### config.mk
export PLATFORM = sky130hd
export DESIGN_NAME = expression_tokenizer
export DESIGN_NICKNAME = d
export VERILOG_FILES = /design/src/tkz_pkg.sv /design/src/tkz_lex.sv /design/src/tkz_fifo.sv /design/src/tkz_emit.sv /design/src/expression_tokenizer.sv
export SDC_FILE = /design/constraint.sdc
export NUM_CORES = 1
export LEC_CHECK = 0
export ABC_AREA = 0
export BUFFER_PORTS_ARGS = -buffer_cell sky130_fd_sc_hd__buf_2
export CAP_MARGIN = 10
export CORE_UTILIZATION = 38
export DETAILED_ROUTE_END_ITERATION = 6
export PLACE_DENSITY = 0.52
export SYNTH_ARGS = -nofsm -noshare
export SYNTH_HDL_FRONTEND = slang
export SYNTH_HIERARCHICAL = 1
export SYNTH_SLANG_ARGS = --single-unit
### constraint.sdc
create_clock -name clk -period 8.8 [get_ports clk]
set_clock_uncertainty 0.2 [all_clocks]
set_input_delay 0.88 -clock clk [delete_from_list [all_inputs] [get_ports clk]]
set_output_delay 0.88 -clock clk [all_outputs]
set_load 0.05 [all_outputs]
### src/tkz_pkg.sv
`default_nettype none
// ---------------------------------------------------------------------------
// Expression tokenizer package
// Shared types and constants for the character lexer, the token queue and
// the result emitter.
// ---------------------------------------------------------------------------
package tkz_pkg;

	// Default configuration of the top level.
	localparam int POS_BITS_DEF   = 16;
	localparam int FIFO_DEPTH_DEF = 4;

	// A single character can produce at most three tokens.
	localparam int MAX_RES = 3;

	// Token classes as they leave the block.
	typedef enum logic [3:0] {
		K_NUMBER,
		K_IMAG,
		K_VAR,
		K_EQUAL,
		K_MAT_OPEN,
		K_MAT_CLOSE,
		K_PAREN_OPEN,
		K_PAREN_CLOSE,
		K_COMMA,
		K_SEMI,
		K_QUERY,
		K_OPER,
		K_END
	} kind_t;

	// Operator sub-codes; only meaningful for K_OPER.
	typedef enum logic [2:0] {
		OP_NONE,
		OP_ADD,
		OP_SUB,
		OP_MATMUL,
		OP_MUL,
		OP_DIV,
		OP_MOD,
		OP_POW
	} op_t;

	// Lexer modes: what kind of token is pending.
	typedef enum logic [2:0] {
		M_IDLE,
		M_INT,
		M_DOT,
		M_FRAC,
		M_IDENT,
		M_STAR
	} mode_t;

	// Input word: one character.
	typedef struct packed {
		logic [7:0] ch;
		logic       line_end;
	} in_word_t;

	// One token as stored between the front and the back.
	typedef struct packed {
		kind_t       token_kind;
		op_t         op_kind;
		logic [15:0] start_pos;
		logic [15:0] token_len;
	} tok_t;

	// Output word.
	typedef struct packed {
		kind_t       token_kind;
		op_t         op_kind;
		logic [15:0] start_pos;
		logic [15:0] token_len;
		logic        run_last;
	} out_word_t;

	typedef logic [1:0] res_cnt_t;

	// All tokens caused by one character, oldest in slot zero.
	typedef struct packed {
		res_cnt_t                cnt;
		tok_t [MAX_RES-1:0]      tok;
	} bundle_t;

	// Write side of the token queue.
	typedef struct packed {
		logic    en;
		bundle_t data;
	} q_wr_t;

	// Read side of the token queue.
	typedef struct packed {
		logic    avail;
		bundle_t data;
	} q_rd_t;

endpackage
`default_nettype wire

### src/tkz_lex.sv
`default_nettype none
// ---------------------------------------------------------------------------
// Tokenizer front end
// Takes one character per cycle unless full, advances the lexer state and
// writes every token the character completes into the queue as one bundle.
// ---------------------------------------------------------------------------
module tkz_lex #(
	parameter int POS_BITS = tkz_pkg::POS_BITS_DEF
) (
	input  wire logic              clk,
	input  wire logic              arst_n,
	input  wire logic              push,
	input  wire logic              full,
	input  wire tkz_pkg::in_word_t item,
	output tkz_pkg::q_wr_t         qwr
);
	import tkz_pkg::*;

	localparam logic [POS_BITS-1:0] POS_MAX = {POS_BITS{1'b1}};
	localparam logic [POS_BITS-1:0] LEN_ONE = POS_BITS'(1);
	localparam logic [POS_BITS-1:0] LEN_TWO = POS_BITS'(2);

	localparam logic [7:0] CH_DOT   = 8'h2E;
	localparam logic [7:0] CH_STAR  = 8'h2A;
	localparam logic [7:0] CH_UNDER = 8'h5F;
	localparam logic [7:0] CH_LOW_I = 8'h69;
	localparam logic [7:0] CH_UP_I  = 8'h49;

	typedef struct packed {
		logic  hit;
		kind_t kind;
		op_t   op;
	} sym_t;

	// Saturating increment of a position or length.
	function automatic logic [POS_BITS-1:0] sat_inc(input logic [POS_BITS-1:0] v);
		return (v == POS_MAX) ? v : v + LEN_ONE;
	endfunction

	function automatic logic is_digit(input logic [7:0] c);
		return (c >= 8'h30) && (c <= 8'h39);
	endfunction

	function automatic logic is_alpha(input logic [7:0] c);
		return ((c >= 8'h61) && (c <= 8'h7A)) || ((c >= 8'h41) && (c <= 8'h5A));
	endfunction

	function automatic tok_t mk_tok(input kind_t k, input op_t o,
			input logic [POS_BITS-1:0] s, input logic [POS_BITS-1:0] l);
		tok_t t;
		t.token_kind = k;
		t.op_kind    = o;
		t.start_pos  = 16'(s);
		t.token_len  = 16'(l);
		return t;
	endfunction

	// Single-character symbols.
	function automatic sym_t symbol_of(input logic [7:0] c);
		sym_t s;
		s = '{hit: 1'b1, kind: K_OPER, op: OP_NONE};
		case (c)
			8'h3D: s.kind = K_EQUAL;
			8'h5B: s.kind = K_MAT_OPEN;
			8'h5D: s.kind = K_MAT_CLOSE;
			8'h28: s.kind = K_PAREN_OPEN;
			8'h29: s.kind = K_PAREN_CLOSE;
			8'h2C: s.kind = K_COMMA;
			8'h3B: s.kind = K_SEMI;
			8'h3F: s.kind = K_QUERY;
			8'h2B: s.op   = OP_ADD;
			8'h2D: s.op   = OP_SUB;
			8'h2F: s.op   = OP_DIV;
			8'h25: s.op   = OP_MOD;
			8'h5E: s.op   = OP_POW;
			default: s.hit = 1'b0;
		endcase
		return s;
	endfunction

	// Whether a mode holds a token that a flush would emit.
	function automatic logic has_pend(input mode_t m);
		return m inside {M_INT, M_DOT, M_FRAC, M_IDENT, M_STAR};
	endfunction

	// Token emitted when the pending token is flushed.
	function automatic tok_t flush_tok(input mode_t m, input logic [POS_BITS-1:0] s,
			input logic [POS_BITS-1:0] l, input logic si);
		tok_t t;
		case (m)
			M_IDENT: t = mk_tok(si ? K_IMAG : K_VAR, OP_NONE, s, l);
			M_STAR:  t = mk_tok(K_OPER, OP_MUL, s, LEN_ONE);
			default: t = mk_tok(K_NUMBER, OP_NONE, s, l);
		endcase
		return t;
	endfunction

	mode_t               mode_q, mode_d;
	logic [POS_BITS-1:0] start_q, start_d;
	logic [POS_BITS-1:0] len_q, len_d;
	logic [POS_BITS-1:0] pos_q, pos_d;
	logic                si_q, si_d;
	bundle_t             bnd;
	logic                brk;
	logic                take;
	sym_t                sym;

	assign take = push && !full;
	assign sym  = symbol_of(item.ch);

	// Lexer step: next state and the tokens this character completes.
	always_comb begin
		mode_d  = mode_q;
		start_d = start_q;
		len_d   = len_q;
		si_d    = si_q;
		bnd     = '0;
		brk     = 1'b0;

		// Continue the pending token, or note that it ends here.
		case (mode_q)
			M_INT: begin
				if (is_digit(item.ch)) begin
					len_d = sat_inc(len_q);
				end else if (item.ch == CH_DOT) begin
					mode_d = M_DOT;
				end else begin
					brk = 1'b1;
				end
			end
			M_DOT: begin
				if (is_digit(item.ch)) begin
					len_d  = sat_inc(sat_inc(len_q));
					mode_d = M_FRAC;
				end else begin
					brk = 1'b1;
				end
			end
			M_FRAC: begin
				if (is_digit(item.ch)) begin
					len_d = sat_inc(len_q);
				end else begin
					brk = 1'b1;
				end
			end
			M_IDENT: begin
				if (is_alpha(item.ch) || is_digit(item.ch) || item.ch == CH_UNDER) begin
					len_d = sat_inc(len_q);
					si_d  = 1'b0;
				end else begin
					brk = 1'b1;
				end
			end
			M_STAR: begin
				if (item.ch == CH_STAR) begin
					bnd.tok[bnd.cnt] = mk_tok(K_OPER, OP_MATMUL, start_q, LEN_TWO);
					bnd.cnt          = bnd.cnt + 2'd1;
					mode_d           = M_IDLE;
				end else begin
					brk = 1'b1;
				end
			end
			default: begin
				brk = 1'b1;
			end
		endcase

		// Flush the old token and lex the character afresh.
		if (brk) begin
			if (has_pend(mode_q)) begin
				bnd.tok[bnd.cnt] = flush_tok(mode_q, start_q, len_q, si_q);
				bnd.cnt          = bnd.cnt + 2'd1;
			end
			mode_d = M_IDLE;
			si_d   = 1'b0;
			if (is_digit(item.ch)) begin
				mode_d  = M_INT;
				start_d = pos_q;
				len_d   = LEN_ONE;
			end else if (is_alpha(item.ch)) begin
				mode_d  = M_IDENT;
				start_d = pos_q;
				len_d   = LEN_ONE;
				si_d    = (item.ch == CH_LOW_I) || (item.ch == CH_UP_I);
			end else if (item.ch == CH_STAR) begin
				mode_d  = M_STAR;
				start_d = pos_q;
				len_d   = LEN_ONE;
			end else if (sym.hit) begin
				bnd.tok[bnd.cnt] = mk_tok(sym.kind, sym.op, pos_q, LEN_ONE);
				bnd.cnt          = bnd.cnt + 2'd1;
			end
		end

		// End of line: flush whatever is pending and close the line.
		if (item.line_end) begin
			if (has_pend(mode_d)) begin
				bnd.tok[bnd.cnt] = flush_tok(mode_d, start_d, len_d, si_d);
				bnd.cnt          = bnd.cnt + 2'd1;
			end
			bnd.tok[bnd.cnt] = mk_tok(K_END, OP_NONE, sat_inc(pos_q), '0);
			bnd.cnt          = bnd.cnt + 2'd1;
			mode_d  = M_IDLE;
			si_d    = 1'b0;
			start_d = '0;
			len_d   = '0;
			pos_d   = '0;
		end else begin
			pos_d = sat_inc(pos_q);
		end
	end

	// Queue write: only characters that complete a token.
	assign qwr.en   = take && (bnd.cnt != 2'd0);
	assign qwr.data = bnd;

	// Lexer state registers.
	always_ff @(posedge clk or negedge arst_n) begin
		if (!arst_n) begin
			mode_q  <= M_IDLE;
			start_q <= '0;
			len_q   <= '0;
			pos_q   <= '0;
			si_q    <= 1'b0;
		end else if (take) begin
			mode_q  <= mode_d;
			start_q <= start_d;
			len_q   <= len_d;
			pos_q   <= pos_d;
			si_q    <= si_d;
		end
	end

endmodule
`default_nettype wire

### src/tkz_fifo.sv
`default_nettype none
// ---------------------------------------------------------------------------
// Token bundle queue
// A short first-in first-out store that decouples the lexer from the
// result emitter.
// ---------------------------------------------------------------------------
module tkz_fifo #(
	parameter int FIFO_DEPTH = tkz_pkg::FIFO_DEPTH_DEF
) (
	input  wire logic           clk,
	input  wire logic           arst_n,
	input  wire tkz_pkg::q_wr_t qwr,
	output logic                full,
	input  wire logic           rd_en,
	output tkz_pkg::q_rd_t      qrd
);
	import tkz_pkg::*;

	localparam int PW = (FIFO_DEPTH > 1) ? $clog2(FIFO_DEPTH) : 1;
	localparam int CW = $clog2(FIFO_DEPTH + 1);

	bundle_t        mem_q [FIFO_DEPTH];
	logic [PW-1:0]  wr_ptr_q, rd_ptr_q;
	logic [CW-1:0]  cnt_q;
	logic           do_rd;

	function automatic logic [PW-1:0] ptr_next(input logic [PW-1:0] p);
		return (p == PW'(FIFO_DEPTH - 1)) ? '0 : p + PW'(1);
	endfunction

	assign full      = (cnt_q == CW'(FIFO_DEPTH));
	assign qrd.avail = (cnt_q != '0);
	assign qrd.data  = mem_q[rd_ptr_q];
	assign do_rd     = rd_en && qrd.avail;

	// Storage.
	always_ff @(posedge clk) begin
		if (qwr.en) begin
			mem_q[wr_ptr_q] <= qwr.data;
		end
	end

	// Pointers and fill count.
	always_ff @(posedge clk or negedge arst_n) begin
		if (!arst_n) begin
			wr_ptr_q <= '0;
			rd_ptr_q <= '0;
			cnt_q    <= '0;
		end else begin
			if (qwr.en) begin
				wr_ptr_q <= ptr_next(wr_ptr_q);
			end
			if (do_rd) begin
				rd_ptr_q <= ptr_next(rd_ptr_q);
			end
			if (qwr.en && !do_rd) begin
				cnt_q <= cnt_q + CW'(1);
			end else if (do_rd && !qwr.en) begin
				cnt_q <= cnt_q - CW'(1);
			end
		end
	end

endmodule
`default_nettype wire

### src/tkz_emit.sv
`default_nettype none
// ---------------------------------------------------------------------------
// Tokenizer result emitter
// Holds one bundle in an output register and hands its tokens out one word
// per pop, marking the last token of the bundle.
// ---------------------------------------------------------------------------
module tkz_emit (
	input  wire logic           clk,
	input  wire logic           arst_n,
	input  wire tkz_pkg::q_rd_t qrd,
	output logic                rd_en,
	output logic                empty,
	input  wire logic           pop,
	output tkz_pkg::out_word_t  token
);
	import tkz_pkg::*;

	bundle_t  bnd_q;
	logic     valid_q;
	res_cnt_t idx_q;
	logic     at_last;
	logic     load;
	tok_t     cur;

	assign at_last = (idx_q == bnd_q.cnt - 2'd1);
	assign empty   = !valid_q;

	// A new bundle is taken when the register is free or its last word leaves.
	assign load  = qrd.avail && (!valid_q || (pop && at_last));
	assign rd_en = load;

	// Select the current token of the held bundle.
	always_comb begin
		case (idx_q)
			2'd0:    cur = bnd_q.tok[0];
			2'd1:    cur = bnd_q.tok[1];
			default: cur = bnd_q.tok[2];
		endcase
	end

	assign token.token_kind = cur.token_kind;
	assign token.op_kind    = cur.op_kind;
	assign token.start_pos  = cur.start_pos;
	assign token.token_len  = cur.token_len;
	assign token.run_last   = at_last;

	// Bundle payload register.
	always_ff @(posedge clk) begin
		if (load) begin
			bnd_q <= qrd.data;
		end
	end

	// Valid flag and word index.
	always_ff @(posedge clk or negedge arst_n) begin
		if (!arst_n) begin
			valid_q <= 1'b0;
			idx_q   <= '0;
		end else if (load) begin
			valid_q <= 1'b1;
			idx_q   <= '0;
		end else if (pop && valid_q) begin
			if (at_last) begin
				valid_q <= 1'b0;
			end else begin
				idx_q <= idx_q + 2'd1;
			end
		end
	end

endmodule
`default_nettype wire

### src/expression_tokenizer.sv
`default_nettype none
// ---------------------------------------------------------------------------
// Expression tokenizer
// Streaming lexer for arithmetic and matrix expressions: characters in,
// token records (kind, operator, start, length) out.
// ---------------------------------------------------------------------------
//  Channel   Handshake        Word
//  item      push / full      in_word_t  (ch, line_end)
//  token     pop / empty      out_word_t (kind, op, start, length, run_last)
//
//  The lexer takes one character every cycle while full is low; its state
//  step is combinational. Each character causes zero to three tokens,
//  which leave one word per pop, so a character with k tokens holds the
//  output for k pops. A queue of FIFO_DEPTH bundles lies between lexer
//  and output, and full rises only when that queue is full. Reset clears
//  lexer state, queue pointers and output valid flag; no clearing pass.
// ---------------------------------------------------------------------------
module expression_tokenizer #(
	parameter int POS_BITS   = tkz_pkg::POS_BITS_DEF,
	parameter int FIFO_DEPTH = tkz_pkg::FIFO_DEPTH_DEF
) (
	input  wire logic               clk,
	input  wire logic               arst_n,
	input  wire logic               push,
	output logic                    full,
	input  wire tkz_pkg::in_word_t  item,
	output logic                    empty,
	input  wire logic               pop,
	output tkz_pkg::out_word_t      token
);
	import tkz_pkg::*;

	q_wr_t qwr;
	q_rd_t qrd;
	logic  rd_en;

	// Front end: lexer.
	tkz_lex #(
		.POS_BITS(POS_BITS)
	) u_lex (
		.clk    (clk),
		.arst_n (arst_n),
		.push   (push),
		.full   (full),
		.item   (item),
		.qwr    (qwr)
	);

	// Queue between front and back.
	tkz_fifo #(
		.FIFO_DEPTH(FIFO_DEPTH)
	) u_fifo (
		.clk    (clk),
		.arst_n (arst_n),
		.qwr    (qwr),
		.full   (full),
		.rd_en  (rd_en),
		.qrd    (qrd)
	);

	// Back end: one token word per pop.
	tkz_emit u_emit (
		.clk    (clk),
		.arst_n (arst_n),
		.qrd    (qrd),
		.rd_en  (rd_en),
		.empty  (empty),
		.pop    (pop),
		.token  (token)
	);

endmodule
`default_nettype wire
==> metrics.txt <==
status finished, final reports clean; Top FF cell, synth edfxtp_1; Layout Cells excl Fill 2991; xor/xnor share of the synthesized area 0.751%; post-synth top area share 62.0%; Synth Cell Area 28800 um^2; Worst Path Required 8.84 ns; Layout area overhead 12.2%; Seq cells post-synth approximately 660; total leakage power around 0.011 uW; clk buf depth 3; initial antenna violation count 1; Clock Sinks between 600 and 700; crit end category register; Synth Area in Adders 0.807%; placed cells approximately 2.9k; Post-Place Setup Slack 1.81 ns; Synth Area per Inst 14.9 um^2; die area around 77000 um^2; Post-Synth Simple-Gate Area 8.34%; final core utilization roughly 43%; fin crit share 73.2%; Worst-path clk slew 0.06 ns; register area 19400 um^2; Die H 277 um; Peak VDD IR 0.167 mV; Synth Area in Compound Gates about a tenth; Root Buffer clkbuf_16; Die X 277 um; Peak Freq 155 MHz; Avg WL per Cell 25.8 um; mux cell area share after synthesis approximately a tenth; CP Class in -> reg; CTS tree yes; GR Util All Layers about a fifth; DRC errors left 0; fin crit period around 6.4 ns; Final Hold Fails 0; synth top area cells edfxtp_1 62%, mux4_2 9.3%, dfrtp_1 5.4%, nand2_1 2.9%, o21ai_0 1.9%; I/O Buffers 54; Filler cells about 6.7k; P per Cell Area ~330 nW/um^2; post-detail-place hpwl approximately 49000 um; Slew Limit Headroom a little under a fifth; drt pass-1 iters 5; Final Wtd Congestion around 0.91; # setup viols final 0; Initial Utilization 38.5%; share of flip-flops with an asynchronous set or reset 9.44%; worst min path class reg -> reg; EDFF count, synth 595; gr ovfl total 0; H-tree depth 3; I/O pin count 55; number of diodes 0; worst path arrival time 6.48 ns; RSZ-0062 raised after global routing false; crit start category primary input; Slew @ Worst Pin approximately 1.2 ns; Synth cell types just under 100; TNS Setup 0 ns; setup ws final 2.36 ns; Num CTS Buffers 69; layout cell share with drive strength beyond 1 between 10% and 20%; Max Cap Viol 0; largest net degree at the start of global routing 95; area of the multi-input gates 8720 um^2; routed wire length around 77000 um; Max FO, Critical Path 37; post_cts resized 0; number of DRC markers in iteration 0 a little over 2k; via count 17.7k; first-pass GRT wire length 114000 um; vias in the first global route 17.2k; largest family of logic cells by synthesized area multiplexers; Site Rows 100; Skew-Pair Late Insertion Delay 0.61 ns; Synth area leader edfxtp_1; Post-CTS Hold Fix Bufs 1; Slew Viols, Final 0; NumNets Final about 2k; gate count of the mapped netlist 1938; total power 10800 uW; Core Area 74800 um^2; Via density 5.91; Post-CTS Setup Bufs 0; DRT antenna net count 0; Syn. warnings 6; Seq/Total Area, Yosys 67.3%
[worst max-delay path, cell delays in order]
cell and delay, ns:
buf_2 0.17, or4b_1 0.60, nor3_1 0.40, a311o_1 0.35, nand2_1 0.13, a21oi_1 0.29, a21oi_1 0.11, nor2_1 0.37
inv_1 0.08, ha_1 0.28, nor2_1 0.04, nor2_1 0.18, ha_1 0.27, o21ai_0 0.76, o21a_1 0.38, and2_4 0.63
buf_4 0.51
[report_power, final]
part           switching [uW]  internal (uW)  leakage, uW
sequential                329           4220      0.00640
clock                    1210           1750      0.00114
combinational            2270           1040      0.00325
total                    3810           7010       0.0108
[cell usage in the layout (no fill, tap or decap), types with 19 or more instances in the layout]
cell type	instances
dfrtp_1	60
mux4_2	119
a221oi_1	23
nand2_1	219
nor3_1	35
nand3_1	36
and2_1	19
mux2i_1	21
clkbuf_16	72
inv_1	28
a22oi_1	64
buf_2	53
nor2_1	105
buf_4	23
a21oi_1	66
edfxtp_1	595
o22ai_1	23
o21ai_0	111
[routing by layer]
layer / vias to the layer above / part of all wire [%] / global-route usage [%]
met2: 728 / 44 / 29.2
met3: 114 / 7.6 / 3.28
met5: - / 0 / 0
met1: 9122 / 47 / 30.5
li1: 7714 / - / -
met4: 0 / 2.1 / 5.57
[final cells by class]
| cell class | instances | area share, % |
|---|---|---|
| well taps | 969 | 3.75 |
| repair buffers | 83 | 1.73 |
| flip-flops and latches | 657 | 60.1 |
| inverters | 30 | 0.348 |
| clock inverters | 45 | 1.39 |
| multi-input cells | 1126 | 27.0 |
| clock buffers | 81 | 5.74 |
[kinds of logic (layout without fill, tap and decap cells)]
logic type,count (synthesis),count (layout)
AND/OR/NAND/NOR,505,505
flip-flops,657,657
XOR/XNOR,23,23
multiplexers,145,145
adder cells (fa/ha/maj),18,18
other,1,2
AO/OA/AOI/OAI,433,433
buffers and inverters,156,239
[flip-flops by register name (all words and copies together), names as in the netlist]
signal and cells:
u_emit/bnd_q 119, u_emit/idx_q 2, u_emit/valid_q 1, u_fifo/cnt_q 3, u_fifo/mem_q 476, u_fifo/rd_ptr_q 2
u_fifo/wr_ptr_q 2, u_lex/len_q 16, u_lex/mode_q 3, u_lex/pos_q 16, u_lex/si_q 1, u_lex/start_q 16
[worst paths after layout]
check                                start                  end  slack, ns  depth (start not counted)
max                                item[5]  u_fifo/mem_q[3][64]       2.36                         17
min                        u_fifo/cnt_q[2]      u_fifo/cnt_q[2]       0.29                          1
max reg2reg                u_lex/mode_q[2]  u_fifo/mem_q[3][64]       2.73                         16
min reg2reg                u_fifo/cnt_q[2]      u_fifo/cnt_q[2]       0.29                          1
max in group asynchronous           arst_n       u_lex/pos_q[4]       6.83                          3
min in group asynchronous           arst_n      u_fifo/cnt_q[2]       0.49                          2
[cell usage after synthesis, drive strengths merged (37+ instances only)]
cell and n:
buf 53, o21ai 129, a22oi 64, nor3 37, mux4 119, nand2 219, clkbuf 73, a21oi 67
nor2 109, edfxtp 595, nand3 37, dfrtp 62
[metrics by stage]
step | hold WS [ns] | cell area (um^2)
floorplan | 0.247 | 28800
global placement | 0.267 | 30000
detailed placement | 0.286 | 30000
CTS | 0.295 | 32300
global route | 0.314 | 32300
finish | 0.292 | 32300
No activity file was read; power rests on OpenSTA's default activity.
